--- config.mk ---
export PLATFORM = sky130hd
export DESIGN_NAME = playfair_digraph_cipher_core
export DESIGN_NICKNAME = d
export VERILOG_FILES = /design/src/rtl/core/pcf_pkg.sv /design/src/rtl/core/playfair_digraph_cipher_core.sv
export SDC_FILE = /design/constraint.sdc
export NUM_CORES = 1
export LEC_CHECK = 0
export BUFFER_PORTS_ARGS = -buffer_cell sky130_fd_sc_hd__buf_2
export CAP_MARGIN = 20
export CORE_UTILIZATION = 35
export DETAILED_ROUTE_END_ITERATION = 8
export SLEW_MARGIN = 30
export SYNTH_ARGS = -nofsm -noshare
export SYNTH_HDL_FRONTEND = slang
export SYNTH_SLANG_ARGS = --single-unit
--- constraint.sdc ---
create_clock -name clk -period 9.5 [get_ports clk]
set_input_delay 0.95 -clock clk [delete_from_list [all_inputs] [get_ports clk]]
set_output_delay 0.95 -clock clk [all_outputs]
set_load 0.005 [all_outputs]
--- src/rtl/core/pcf_pkg.sv ---
// ----------------------------------------------------------------------------
// Playfair digraph cipher package
// Shared constants, the key square type and the cell-search and wrap helpers.
// ----------------------------------------------------------------------------
`default_nettype none

package pcf_pkg;

    // Square geometry and field widths
    localparam int SIDE    = 5;
    localparam int CHAR_W  = 8;
    localparam int ROW_W   = SIDE * CHAR_W;
    localparam int POS_W   = $clog2(SIDE);
    localparam int ADDR_W  = $clog2(SIDE);

    // Request codes
    localparam logic REQ_ENCRYPT = 1'b0;
    localparam logic REQ_DECRYPT = 1'b1;

    // Status codes
    localparam logic STATUS_OK      = 1'b0;
    localparam logic STATUS_MISSING = 1'b1;

    // Key square: row-major, column 0 in the low byte of each row
    typedef logic [SIDE-1:0][SIDE-1:0][CHAR_W-1:0] square_t;

    // Position of a letter in the square
    typedef struct packed {
        logic             found;
        logic [POS_W-1:0] row;
        logic [POS_W-1:0] col;
    } cell_pos_t;

    // Compare a code against every cell; the latest match in row-major order wins
    function automatic cell_pos_t locate(input square_t sq, input logic [CHAR_W-1:0] code);
        cell_pos_t res;
        res = '0;
        for (int r = 0; r < SIDE; r++) begin
            for (int c = 0; c < SIDE; c++) begin
                if (sq[r][c] == code) begin
                    res.found = 1'b1;
                    res.row   = POS_W'(r);
                    res.col   = POS_W'(c);
                end
            end
        end
        return res;
    endfunction

    // Move one place forward or back with wrap round the square side
    function automatic logic [POS_W-1:0] step_pos(input logic [POS_W-1:0] v,
                                                   input logic backward);
        logic [POS_W-1:0] res;
        if (backward) begin
            res = (v == '0) ? POS_W'(SIDE - 1) : v - POS_W'(1);
        end
        else begin
            res = (v == POS_W'(SIDE - 1)) ? '0 : v + POS_W'(1);
        end
        return res;
    endfunction

endpackage

`default_nettype wire

--- src/rtl/core/playfair_digraph_cipher_core.sv ---
// ----------------------------------------------------------------------------
// Playfair digraph cipher core
// Encrypts or decrypts one letter pair against a 5x5 key square held in
// five row registers written through a plain configuration port.
// ----------------------------------------------------------------------------
// Pipeline: input register, then result register, with the 25-cell search and
//   cell select between them.
// Throughput: one pair per cycle while the output is not stalled; the result
//   register frees the input side while a finished item waits for out_ready.
// Reset: asynchronous, active low; clears both stage valids and the square.
`default_nettype none

module playfair_digraph_cipher_core (
    input  wire logic                          clk,
    input  wire logic                          rst_n,
    // configuration
    input  wire logic                          cfg_we,
    input  wire logic [pcf_pkg::ADDR_W-1:0]    cfg_addr,
    input  wire logic [pcf_pkg::ROW_W-1:0]     cfg_wdata,
    // input channel
    input  wire logic                          in_valid,
    output logic                               in_ready,
    input  wire logic                          req_type,
    input  wire logic [pcf_pkg::CHAR_W-1:0]    first_char,
    input  wire logic [pcf_pkg::CHAR_W-1:0]    second_char,
    // output channel
    output logic                               out_valid,
    input  wire logic                          out_ready,
    output logic [pcf_pkg::CHAR_W-1:0]         out_first,
    output logic [pcf_pkg::CHAR_W-1:0]         out_second,
    output logic                               status
);

    pcf_pkg::square_t                  square_reg;

    logic                              s1_valid_reg;
    logic                              s1_type_reg;
    logic [pcf_pkg::CHAR_W-1:0]        s1_first_reg;
    logic [pcf_pkg::CHAR_W-1:0]        s1_second_reg;

    logic                              out_valid_reg;
    logic [pcf_pkg::CHAR_W-1:0]        out_first_reg;
    logic [pcf_pkg::CHAR_W-1:0]        out_second_reg;
    logic                              status_reg;

    logic                              out_adv;
    logic                              in_take;

    pcf_pkg::cell_pos_t                pos_a;
    pcf_pkg::cell_pos_t                pos_b;
    logic                              backward;
    logic [pcf_pkg::CHAR_W-1:0]        out_first_next;
    logic [pcf_pkg::CHAR_W-1:0]        out_second_next;
    logic                              status_next;

    // Square row writes; indexes past the last row are dropped
    always_ff @(posedge clk or negedge rst_n)
    begin
        if (!rst_n)
        begin
            square_reg <= '0;
        end
        else if (cfg_we && (cfg_addr < pcf_pkg::ADDR_W'(pcf_pkg::SIDE)))
        begin
            square_reg[cfg_addr] <= cfg_wdata;
        end
    end

    // Pipeline flow: the result register moves when empty or taken
    assign out_adv  = !out_valid_reg || out_ready;
    assign in_ready = !s1_valid_reg || out_adv;
    assign in_take  = in_valid && in_ready;

    // Input stage valid
    always_ff @(posedge clk or negedge rst_n)
    begin
        if (!rst_n)
        begin
            s1_valid_reg <= 1'b0;
        end
        else if (in_ready)
        begin
            s1_valid_reg <= in_valid;
        end
    end

    // Input stage payload
    always_ff @(posedge clk)
    begin
        if (in_take)
        begin
            s1_type_reg   <= req_type;
            s1_first_reg  <= first_char;
            s1_second_reg <= second_char;
        end
    end

    // Locate both letters and pick the transformed pair
    always_comb
    begin
        pos_a    = pcf_pkg::locate(square_reg, s1_first_reg);
        pos_b    = pcf_pkg::locate(square_reg, s1_second_reg);
        backward = (s1_type_reg == pcf_pkg::REQ_DECRYPT);

        if (!pos_a.found || !pos_b.found)
        begin
            out_first_next  = s1_first_reg;
            out_second_next = s1_second_reg;
            status_next     = pcf_pkg::STATUS_MISSING;
        end
        else if (pos_a.row == pos_b.row)
        begin
            out_first_next  = square_reg[pos_a.row][pcf_pkg::step_pos(pos_a.col, backward)];
            out_second_next = square_reg[pos_a.row][pcf_pkg::step_pos(pos_b.col, backward)];
            status_next     = pcf_pkg::STATUS_OK;
        end
        else if (pos_a.col == pos_b.col)
        begin
            out_first_next  = square_reg[pcf_pkg::step_pos(pos_a.row, backward)][pos_a.col];
            out_second_next = square_reg[pcf_pkg::step_pos(pos_b.row, backward)][pos_a.col];
            status_next     = pcf_pkg::STATUS_OK;
        end
        else
        begin
            out_first_next  = square_reg[pos_a.row][pos_b.col];
            out_second_next = square_reg[pos_b.row][pos_a.col];
            status_next     = pcf_pkg::STATUS_OK;
        end
    end

    // Result stage valid
    always_ff @(posedge clk or negedge rst_n)
    begin
        if (!rst_n)
        begin
            out_valid_reg <= 1'b0;
        end
        else if (out_adv)
        begin
            out_valid_reg <= s1_valid_reg;
        end
    end

    // Result stage payload
    always_ff @(posedge clk)
    begin
        if (out_adv && s1_valid_reg)
        begin
            out_first_reg  <= out_first_next;
            out_second_reg <= out_second_next;
            status_reg     <= status_next;
        end
    end

    assign out_valid  = out_valid_reg;
    assign out_first  = out_first_reg;
    assign out_second = out_second_reg;
    assign status     = status_reg;

endmodule

`default_nettype wire

* After elaboration in Yosys (flattened, before gate mapping)
Index checks and enable logic that the tools add are counted.
Word-level totals: RAM bits 0, bits in read-only memories 0, output and inout port bits 19, memories kept 0, word-level logic and storage cells 225, bits in latches 0, register bits after elaboration 236
Operators by class: bitwise gates (word level) 0, divide/modulo/power cells 0, add/sub/neg operators 8, $mul 0, multiplexer cells 102, $lt $le $gt $ge 11, reductions and logical operators 15, equal/unequal tests 56, shift operators 0
Operators by type and width (count):
- $bmux 40 s3 | 4
- $eq 8x8->1 | 50
- $mux 7 | 50
- $bwmux 200 | 1
- $mux 40 | 5
- $bmux 8 s3 | 6
- $demux 40 s3 | 1
- $mux 8 | 12
- $mux 3 | 22
- $lt 3x4->1 const B | 9
- $add 3x1->3 const B | 4
- $eq 3x3->1 const B | 4
- $logic_not 3->1 | 4
- $sub 3x1->3 const B | 4
- $eq 3x3->1 | 2
- $logic_and 1x1->1 | 4
- $logic_not 1->1 | 4
- $ge 3x1->1 const B | 1
- $logic_or 1x1->1 | 3
- $lt 3x3->1 const B | 1
- $mux 1 | 1

* Longest topological paths before layout
Gate-level depths: netlist of run 1.
depth in word-level cells 39, gate-level depth with buffers 25, depth with buffers taken out 18

* Least setup slack after synthesis of run 1
Ideal clock, no wire load.
path type register to register, start point reg s1_second_reg[3] (netlist name), end point reg out_second_reg, in the netlist out_second[1] (data pin), slack 4.499 ns, path buffers 8, cell stages (with the launch flop) 25, clock period less this slack 5.001 ns, data arrival time 4.736 ns, cell sequence edfxtp_1 -> buf_4 -> buf_6 -> buf_4 -> xor2_1 -> nor4_1 -> nand2_1 -> and4_1 -> o211ai_1 -> a21oi_4 -> inv_2 -> buf_2 -> buf_2 -> ha_1 -> clkbuf_1 -> o21ai_0 -> a31oi_1 -> buf_2 -> buf_4 -> mux2i_1 -> nand2_1 -> a32oi_1 -> o21ai_1 -> a2111oi_0 -> o21bai_1
Between the ends: word-level cells in the longest chain between the ends 38
Ends and longest elaborated chain:
- from (decl) | RTL line playfair_digraph_cipher_core.sv:39 | logic [pcf_pkg::CHAR_W-1:0] s1_second_reg;
- from (signal assigned) | RTL line playfair_digraph_cipher_core.sv:94 | s1_second_reg <= second_char;
- $eq 8x8->1 | RTL line pcf_pkg.sv:40 | if (sq[r][c] == code) begin
- $mux 7 (23 in series) | RTL line pcf_pkg.sv:40
- $mux 7 * | RTL line pcf_pkg.sv:40
- $add 3x1->3, or another cell as far along | RTL line pcf_pkg.sv:58 | res = (v == POS_W'(SIDE - 1)) ? '0 : v + POS_W'(1);
- $mux 3 (on tied branches) | RTL line pcf_pkg.sv:58, pcf_pkg.sv:55
- $mux 3 | RTL line pcf_pkg.sv:54 | if (backward) begin
- $mux 3 | RTL line playfair_digraph_cipher_core.sv:117 | else if (pos_a.col == pos_b.col)
- $mux 3 | RTL line playfair_digraph_cipher_core.sv:111 | else if (pos_a.row == pos_b.row)
- $mux 3 | RTL line playfair_digraph_cipher_core.sv:105 | if (!pos_a.found || !pos_b.found)
- $bmux 40 s3 | RTL line playfair_digraph_cipher_core.sv:120 | out_second_next = square_reg[pcf_pkg::step_pos(pos_b.row, backward)][pos_a.col];
- $mux 40 (not written as such) | RTL line playfair_digraph_cipher_core.sv:120
- $bmux 8 s3 | RTL line playfair_digraph_cipher_core.sv:120
- $mux 8 (not written as such) | RTL line playfair_digraph_cipher_core.sv:120
- $mux 8 | RTL line playfair_digraph_cipher_core.sv:117
- $mux 8 | RTL line playfair_digraph_cipher_core.sv:111
- $mux 8 * | RTL line playfair_digraph_cipher_core.sv:105
- via out_second_next, one bit | RTL line playfair_digraph_cipher_core.sv:53 | logic [pcf_pkg::CHAR_W-1:0] out_second_next;
- to (signal assigned) | RTL line playfair_digraph_cipher_core.sv:150 | out_second_reg <= out_second_next;
- to (decl) | RTL line playfair_digraph_cipher_core.sv:43 | logic [pcf_pkg::CHAR_W-1:0] out_second_reg;
Mark *: on every way through the listed nets, which the timed path passes. The rest lies on a longest branch. The select of a mux whose other input is x is not followed. A chain may end at the register's enable or synchronous reset.

* Worst setup path in the final report of run 1
start point reg s1_second_reg[6] (netlist name), end point reg out_second_reg, in the netlist out_second[5] (data pin)
The elaborated chain is that of the path after synthesis.

==> results of run 1 <==
-- power by group --
part           total [W]  switching (W)  leakage [nW]  internal (W)
Combinational    0.00351        0.00229          7.35       0.00122
Sequential       0.00202       0.000808          2.75       0.00122
Clock            0.00108       0.000488         0.434      0.000594
-- layer usage --
layer | share of wire | vias to the layer above | wire length [um]
li1 | - | 9595 | -
met1 | 0.40 | 12600 | 64600
met2 | 0.41 | 1883 | 66500
met3 | 0.12 | 447 | 19100
met4 | 0.067 | 2 | 10800
met5 | 0.000087 | - | 14
-- final timing paths --
check                                 start              end  slack [ns]  cells after the start
setup reg to reg           s1_second_reg[6]    out_second[5]        0.80                     18
hold / removal                        rst_n  square_reg[181]        0.41                      1
min in group clk                   req_type         backward        0.46                      1
setup / recovery           s1_second_reg[6]    out_second[5]        0.80                     18
max in group asynchronous             rst_n  square_reg[109]        7.67                      2
hold reg to reg                s1_valid_reg        out_valid        0.53                      1
-- synth_stat cells (51+ instances only) --
| master | n | area share |
|---|---|---|
| a21oi_1 | 95 | 0.020 |
| a221oi_1 | 59 | 0.022 |
| buf_2 | 78 | 0.016 |
| clkbuf_1 | 218 | 0.034 |
| dfrtp_1 | 202 | 0.21 |
| mux2_2 | 215 | 0.10 |
| mux2i_1 | 210 | 0.088 |
| nand2_1 | 215 | 0.034 |
| nor2_1 | 126 | 0.020 |
| nor4_1 | 58 | 0.015 |
| o21ai_0 | 68 | 0.014 |
| o22ai_1 | 51 | 0.013 |
| xnor2_1 | 182 | 0.067 |
| xor2_1 | 225 | 0.082 |
-- worst max-delay path, stage by stage, from the launching register on --
cell       delay, ns
edfxtp_1        0.92
buf_4           0.59
xnor2_1         0.18
nand4_1         0.11
nor2_1          0.78
inv_1           0.54
nand2_2         0.66
nor2_4          0.15
inv_2           0.37
ha_1            0.58
o21ai_0         0.37
a31oi_4         0.66
o211a_1         0.56
buf_4           0.47
nand2_1         0.10
o221ai_1        0.18
o22ai_1         0.19
a2111oi_0       0.82
o311a_1         0.31
-- through the flow --
step | utilization | power (W) | cells | cell area [um2] | setup WS [ns]
final | 0.381 | 0.00662 | 3476 | 25700 | 0.804
after global routing | 0.381 | 0.00667 | 3473 | 25600 | 1.09
after CTS | 0.380 | 0.00639 | 3473 | 25600 | 1.30
after floorplan | - | 0.00364 | 2723 | 23900 | 4.50
after detailed placement | 0.368 | 0.00530 | 3427 | 24800 | 1.27
after global placement | 0.367 | 0.00529 | 3424 | 24700 | 1.08
-- area by class of cell --
type | count | area [um2] | share of cell area
antenna | 3 | 7.51 | 0.000293
clock buffer | 39 | 813 | 0.0317
clock inverter | 7 | 61.3 | 0.00239
inverter | 28 | 105 | 0.00410
multi-input combinational | 2061 | 16000 | 0.623
sequential | 236 | 6080 | 0.237
tap | 873 | 1090 | 0.0426
timing repair buffer | 229 | 1530 | 0.0594
-- logic make-up (layout without fill, tap and decap cells) --
group                    Yosys count  in the layout  synth area share
AO/OA/AOI/OAI                    597            597             0.186
AND/OR/NAND/NOR                  614            614             0.126
adder cells (fa/ha/maj)           14             14           0.00722
other                              0              3                 0
XOR/XNOR                         407            407             0.149
multiplexers                     429            429             0.193
flip-flops                       236            236             0.254
buffers and inverters            426            303            0.0851
==> run metrics, run 1 <==
grt total ovfl=0; power per cell area=258 nW/um2; met1 Usage GRT=0.599; sequential fraction of the synthesis area=0.254; drt pass-1 iters=7; Seq cells post-synth=between 200 and 250; peak supply drop=roughly 240 uV; worst hold slack=0.411 ns; period utilization=0.915; DRC errors left=0; max FFs per register=200; share of post-route cells with drive strength above 1=0.213; Syn Inst Count=2723; Worst Tran Pin Value=approximately 1.1 ns; Pins Over Slew Limit=0; # setup viols final=0; CTS Buffer Depth=3; Max Cap Viol=0; Setup TNS Final=0 ns; Critical Path AT=9.22 ns; Synth-to-Final Area Change=7.34%; gpl congestion=around 1.1; port bufs=83; Hold-fix buffers, CTS=0; Die Y=263 um; CTS tree=done; DR iter-0 viols=about 4000; initial antenna violation count=7; RSZ-0062 raised after global routing=false; Final HPWL DP=about 120000 um; total number of yosys warnings=0; final hold viol count=0; Rel. slew slack=0.245; via count=roughly 25000; most common cell after layout, fill and taps aside=xor2_1; All-Layer GR Usage=0.453; CP startpoint kind=flip-flop; critical path capture point type=flip-flop; Avg Inst Size Synth=approximately 8.8 um2; final net count=2661; LEAKAGE=10.5 nW; H-tree lvl count=1; met3 Track Usage GR=0.133; Fmax=~110 MHz; CP Class=reg -> reg; clk slew on worst S/H paths=0.06 ns; Core Region=~67000 um2; postcts setup bufs=0; Post-synth EDFFs=34; Num CTS Buffers=27; largest net degree at the start of global routing=98; die area=~69000 um2; Synth Net Count=about 2800; GR Layer Usage met2=0.661; Die Wd=about 260 um; Initial Util=0.355; ys async rst share=0.856; Synth Flop Type=dfrtp_1; final WL=161000 um; busiest grt layer=met2; outcome=completed; first-pass GRT wire length=about 210000 um; Worst EP required=10.02 ns; Avg WL per Cell=46.3 um; Netlist cell types=96; post-layout min period=8.70 ns; Vias per Instance=7.05; boundary pin count=84; worst-path maximum fanout=21; Clock Skews=0.0846 ns; Hold Path Class=in -> async; CTS Sinks=236; most frequent cells in the layout=xor2_1 (225), mux2_2 (215), nand2_1 (212); Core Rows=95; # fillers=6798; PostCTS Resize Cnt=0; Antenna Nets Post-Route=0; Worst-Skew Late Latency=~0.67 ns; root buffer cell=clkbuf_16; Cell Area, Synth=23900 um2; vias in the first global route=23200
Note: power is estimated with default switching activity, not from simulation.
==> run 2: changes to the inputs <==
==> constraint.sdc (replaced) <==
create_clock -name clk -period 9.5 [get_ports clk]
set_input_delay 0 -clock clk [delete_from_list [all_inputs] [get_ports clk]]
set_output_delay 0 -clock clk [all_outputs]
set_load 0.005 [all_outputs]
==> run 2 against run 1 <==
Effect of this change: power about the same; critical path depth decreased by 1; core utilization increased by 0.92 points; critical path type unchanged; critical endpoint unchanged; largest cell class unchanged.
==> run metrics, run 2 (synthesis results as in run 1) <==
Final Cell Area=26300 um2 (+2.4%); Worst path slowest cell=edfxtp_1; DR iter-0 viols=3863 (-2.2%); largest net degree at the start of global routing=90 (-8.2%); pre-CTS setup slack=1.22 ns (-0.0494 ns); initial antenna violation count=10 (+3); vias in the first global route=23700 (+2.0%); Register Area=6080 um2 (unchanged); # setup viols final=0 (unchanged); Worst Tran Pin Value=1.10 ns (-0.0261 ns); Worst EP required=9.97 ns (-0.05 ns); drt pass-1 iters=9 (+2); PostCTS Resize Cnt=0 (unchanged); Final HPWL DP=117000 um (about the same); Core Region=67400 um2 (unchanged); die area=69300 um2 (unchanged); post-layout min period=8.75 ns (+0.0563 ns); gpl congestion=1.10 (-0.68%); RSZ-0062 raised after global routing=false; Rel. slew slack=0.270 (+0.0243); Max Cap Viol=0 (unchanged); final net count=2722 (+2.3%); max FFs per register=200 (unchanged); root buffer cell=clkbuf_16; multi-input logic area=16000 um2 (about the same); CP bufs+invs=3 (-1); Max stage delay on crit path=0.87 ns (-0.05 ns); outcome=completed; period utilization=0.921 (+0.00592); Clock Skews=0.0487 ns (-0.0359 ns); CTS Sinks=236 (unchanged); postcts setup bufs=0 (unchanged); power per cell area=252 nW/um2 (-2.3%); Hold-fix buffers, CTS=61 (+61); Core Rows=95 (unchanged); peak supply drop=176 uV (-26%); DRC errors left=0 (unchanged); Fmax=114 MHz (-0.64%); CP Class=reg -> reg; Antenna Nets Post-Route=0 (unchanged); port bufs=83 (unchanged); placed inst area=24800 um2 (about the same); CTS Buffer Depth=3 (unchanged); All-Layer GR Usage=0.453 (about the same); boundary pin count=84 (unchanged); final WL=161000 um (about the same); CTS tree=done; CP startpoint kind=flip-flop; most common cell after layout, fill and taps aside=xor2_1; Initial Util=0.355 (unchanged); H-tree lvl count=1 (unchanged); worst-path maximum fanout=21 (unchanged); Synth-to-Final Area Change=9.94%; fin util=0.390 (+0.00923); critical path capture point type=flip-flop; Avg WL per Cell=45.5 um (-1.7%); share of post-route cells with drive strength above 1=0.209 (-0.00430); Vias per Instance=7.01 (-0.50%); first-pass GRT wire length=215000 um (+0.17%); Hold Path Class=in -> async; Critical Path AT=9.22 ns (about the same); delay-heaviest family, CP=compound AO/OA/AOI/OAI gates; Die Wd=263 um (unchanged); final hold viol count=0 (unchanged); Layout Cells excl Fill=3539 (+1.8%); Worst-Skew Late Latency=0.63 ns (-0.04 ns); Setup TNS Final=0 ns (unchanged); worst setup margin=0.748 ns (-0.0563 ns); LEAKAGE=10.8 nW (+2.5%); Placed Cells incl. Taps=3427 (unchanged); Pins Over Slew Limit=0 (unchanged); via count=24800 (+1.3%); Die Y=263 um (unchanged); CP cell instances=buf_4 -> xnor2_1 -> nand4_1 -> nor2_1 -> inv_1 -> nand2_2 -> nor2_4 -> inv_2 -> ha_1 -> o21ai_0 -> a31oi_4 -> mux2_2 -> nor2_1 -> a211oi_1 -> o21ai_0 -> a2111oi_0 -> o311a_1; grt total ovfl=0 (unchanged); Num CTS Buffers=27 (unchanged); # fillers=6736 (-0.91%); most frequent cells in the layout=xor2_1 (225), mux2_2 (215), nand2_1 (213); clk slew on worst S/H paths=0.06 ns (about the same)
-- run 2: worst paths after layout --
check | slack (ns) | end | cells after the start | startpoint
hold reg to reg | 0.52 | out_valid | 1 | s1_valid_reg
hold / removal | 0.05 | square_reg[181] | 2 | rst_n
max in group asynchronous | 7.42 | square_reg[78] | 4 | rst_n
setup reg to reg | 0.75 | out_second[5] | 17 | s1_second_reg[6]
min in group clk | 0.11 | backward | 2 | req_type
setup / recovery | 0.75 | out_second[5] | 17 | s1_second_reg[6]
-- run 2: cell type report --
type,count,area share
diodes,3,0.000286
repair buffers,290,0.0813
clock buffers,39,0.0305
clock inverters,9,0.00305
inverters,28,0.00400
flip-flops and latches,236,0.231
multi-input cells,2061,0.608
well taps,873,0.0416
-- run 2: where the power goes --
group          internal (W)  total (W)  leakage, nW  switching, W
Clock              0.000591    0.00107        0.438      0.000476
Combinational       0.00124    0.00353         7.60       0.00229
Sequential          0.00122    0.00202         2.75      0.000808
Total               0.00304    0.00662         10.8       0.00358
-- run 2: metrics by stage --
stage          hold slack (ns)  power [W]
2_1_floorplan           -0.296    0.00364
3_3_place_gp             0.114    0.00529
3_5_place_dp             0.127    0.00530
4_1_cts                 0.0354    0.00641
5_1_grt                  0.110    0.00669
6_report                0.0529    0.00662
-- run 2: per-layer routing --
| metal | up-vias | track usage | share of wire | wire length [um] |
|---|---|---|---|---|
| li1 | 9719 | - | - | - |
| met1 | 12700 | 0.592 | 0.40 | 64500 |
| met2 | 1972 | 0.659 | 0.41 | 66100 |
| met3 | 474 | 0.139 | 0.12 | 19100 |
| met4 | 6 | 0.257 | 0.070 | 11300 |
| met5 | - | 0 | 0.00049 | 79 |
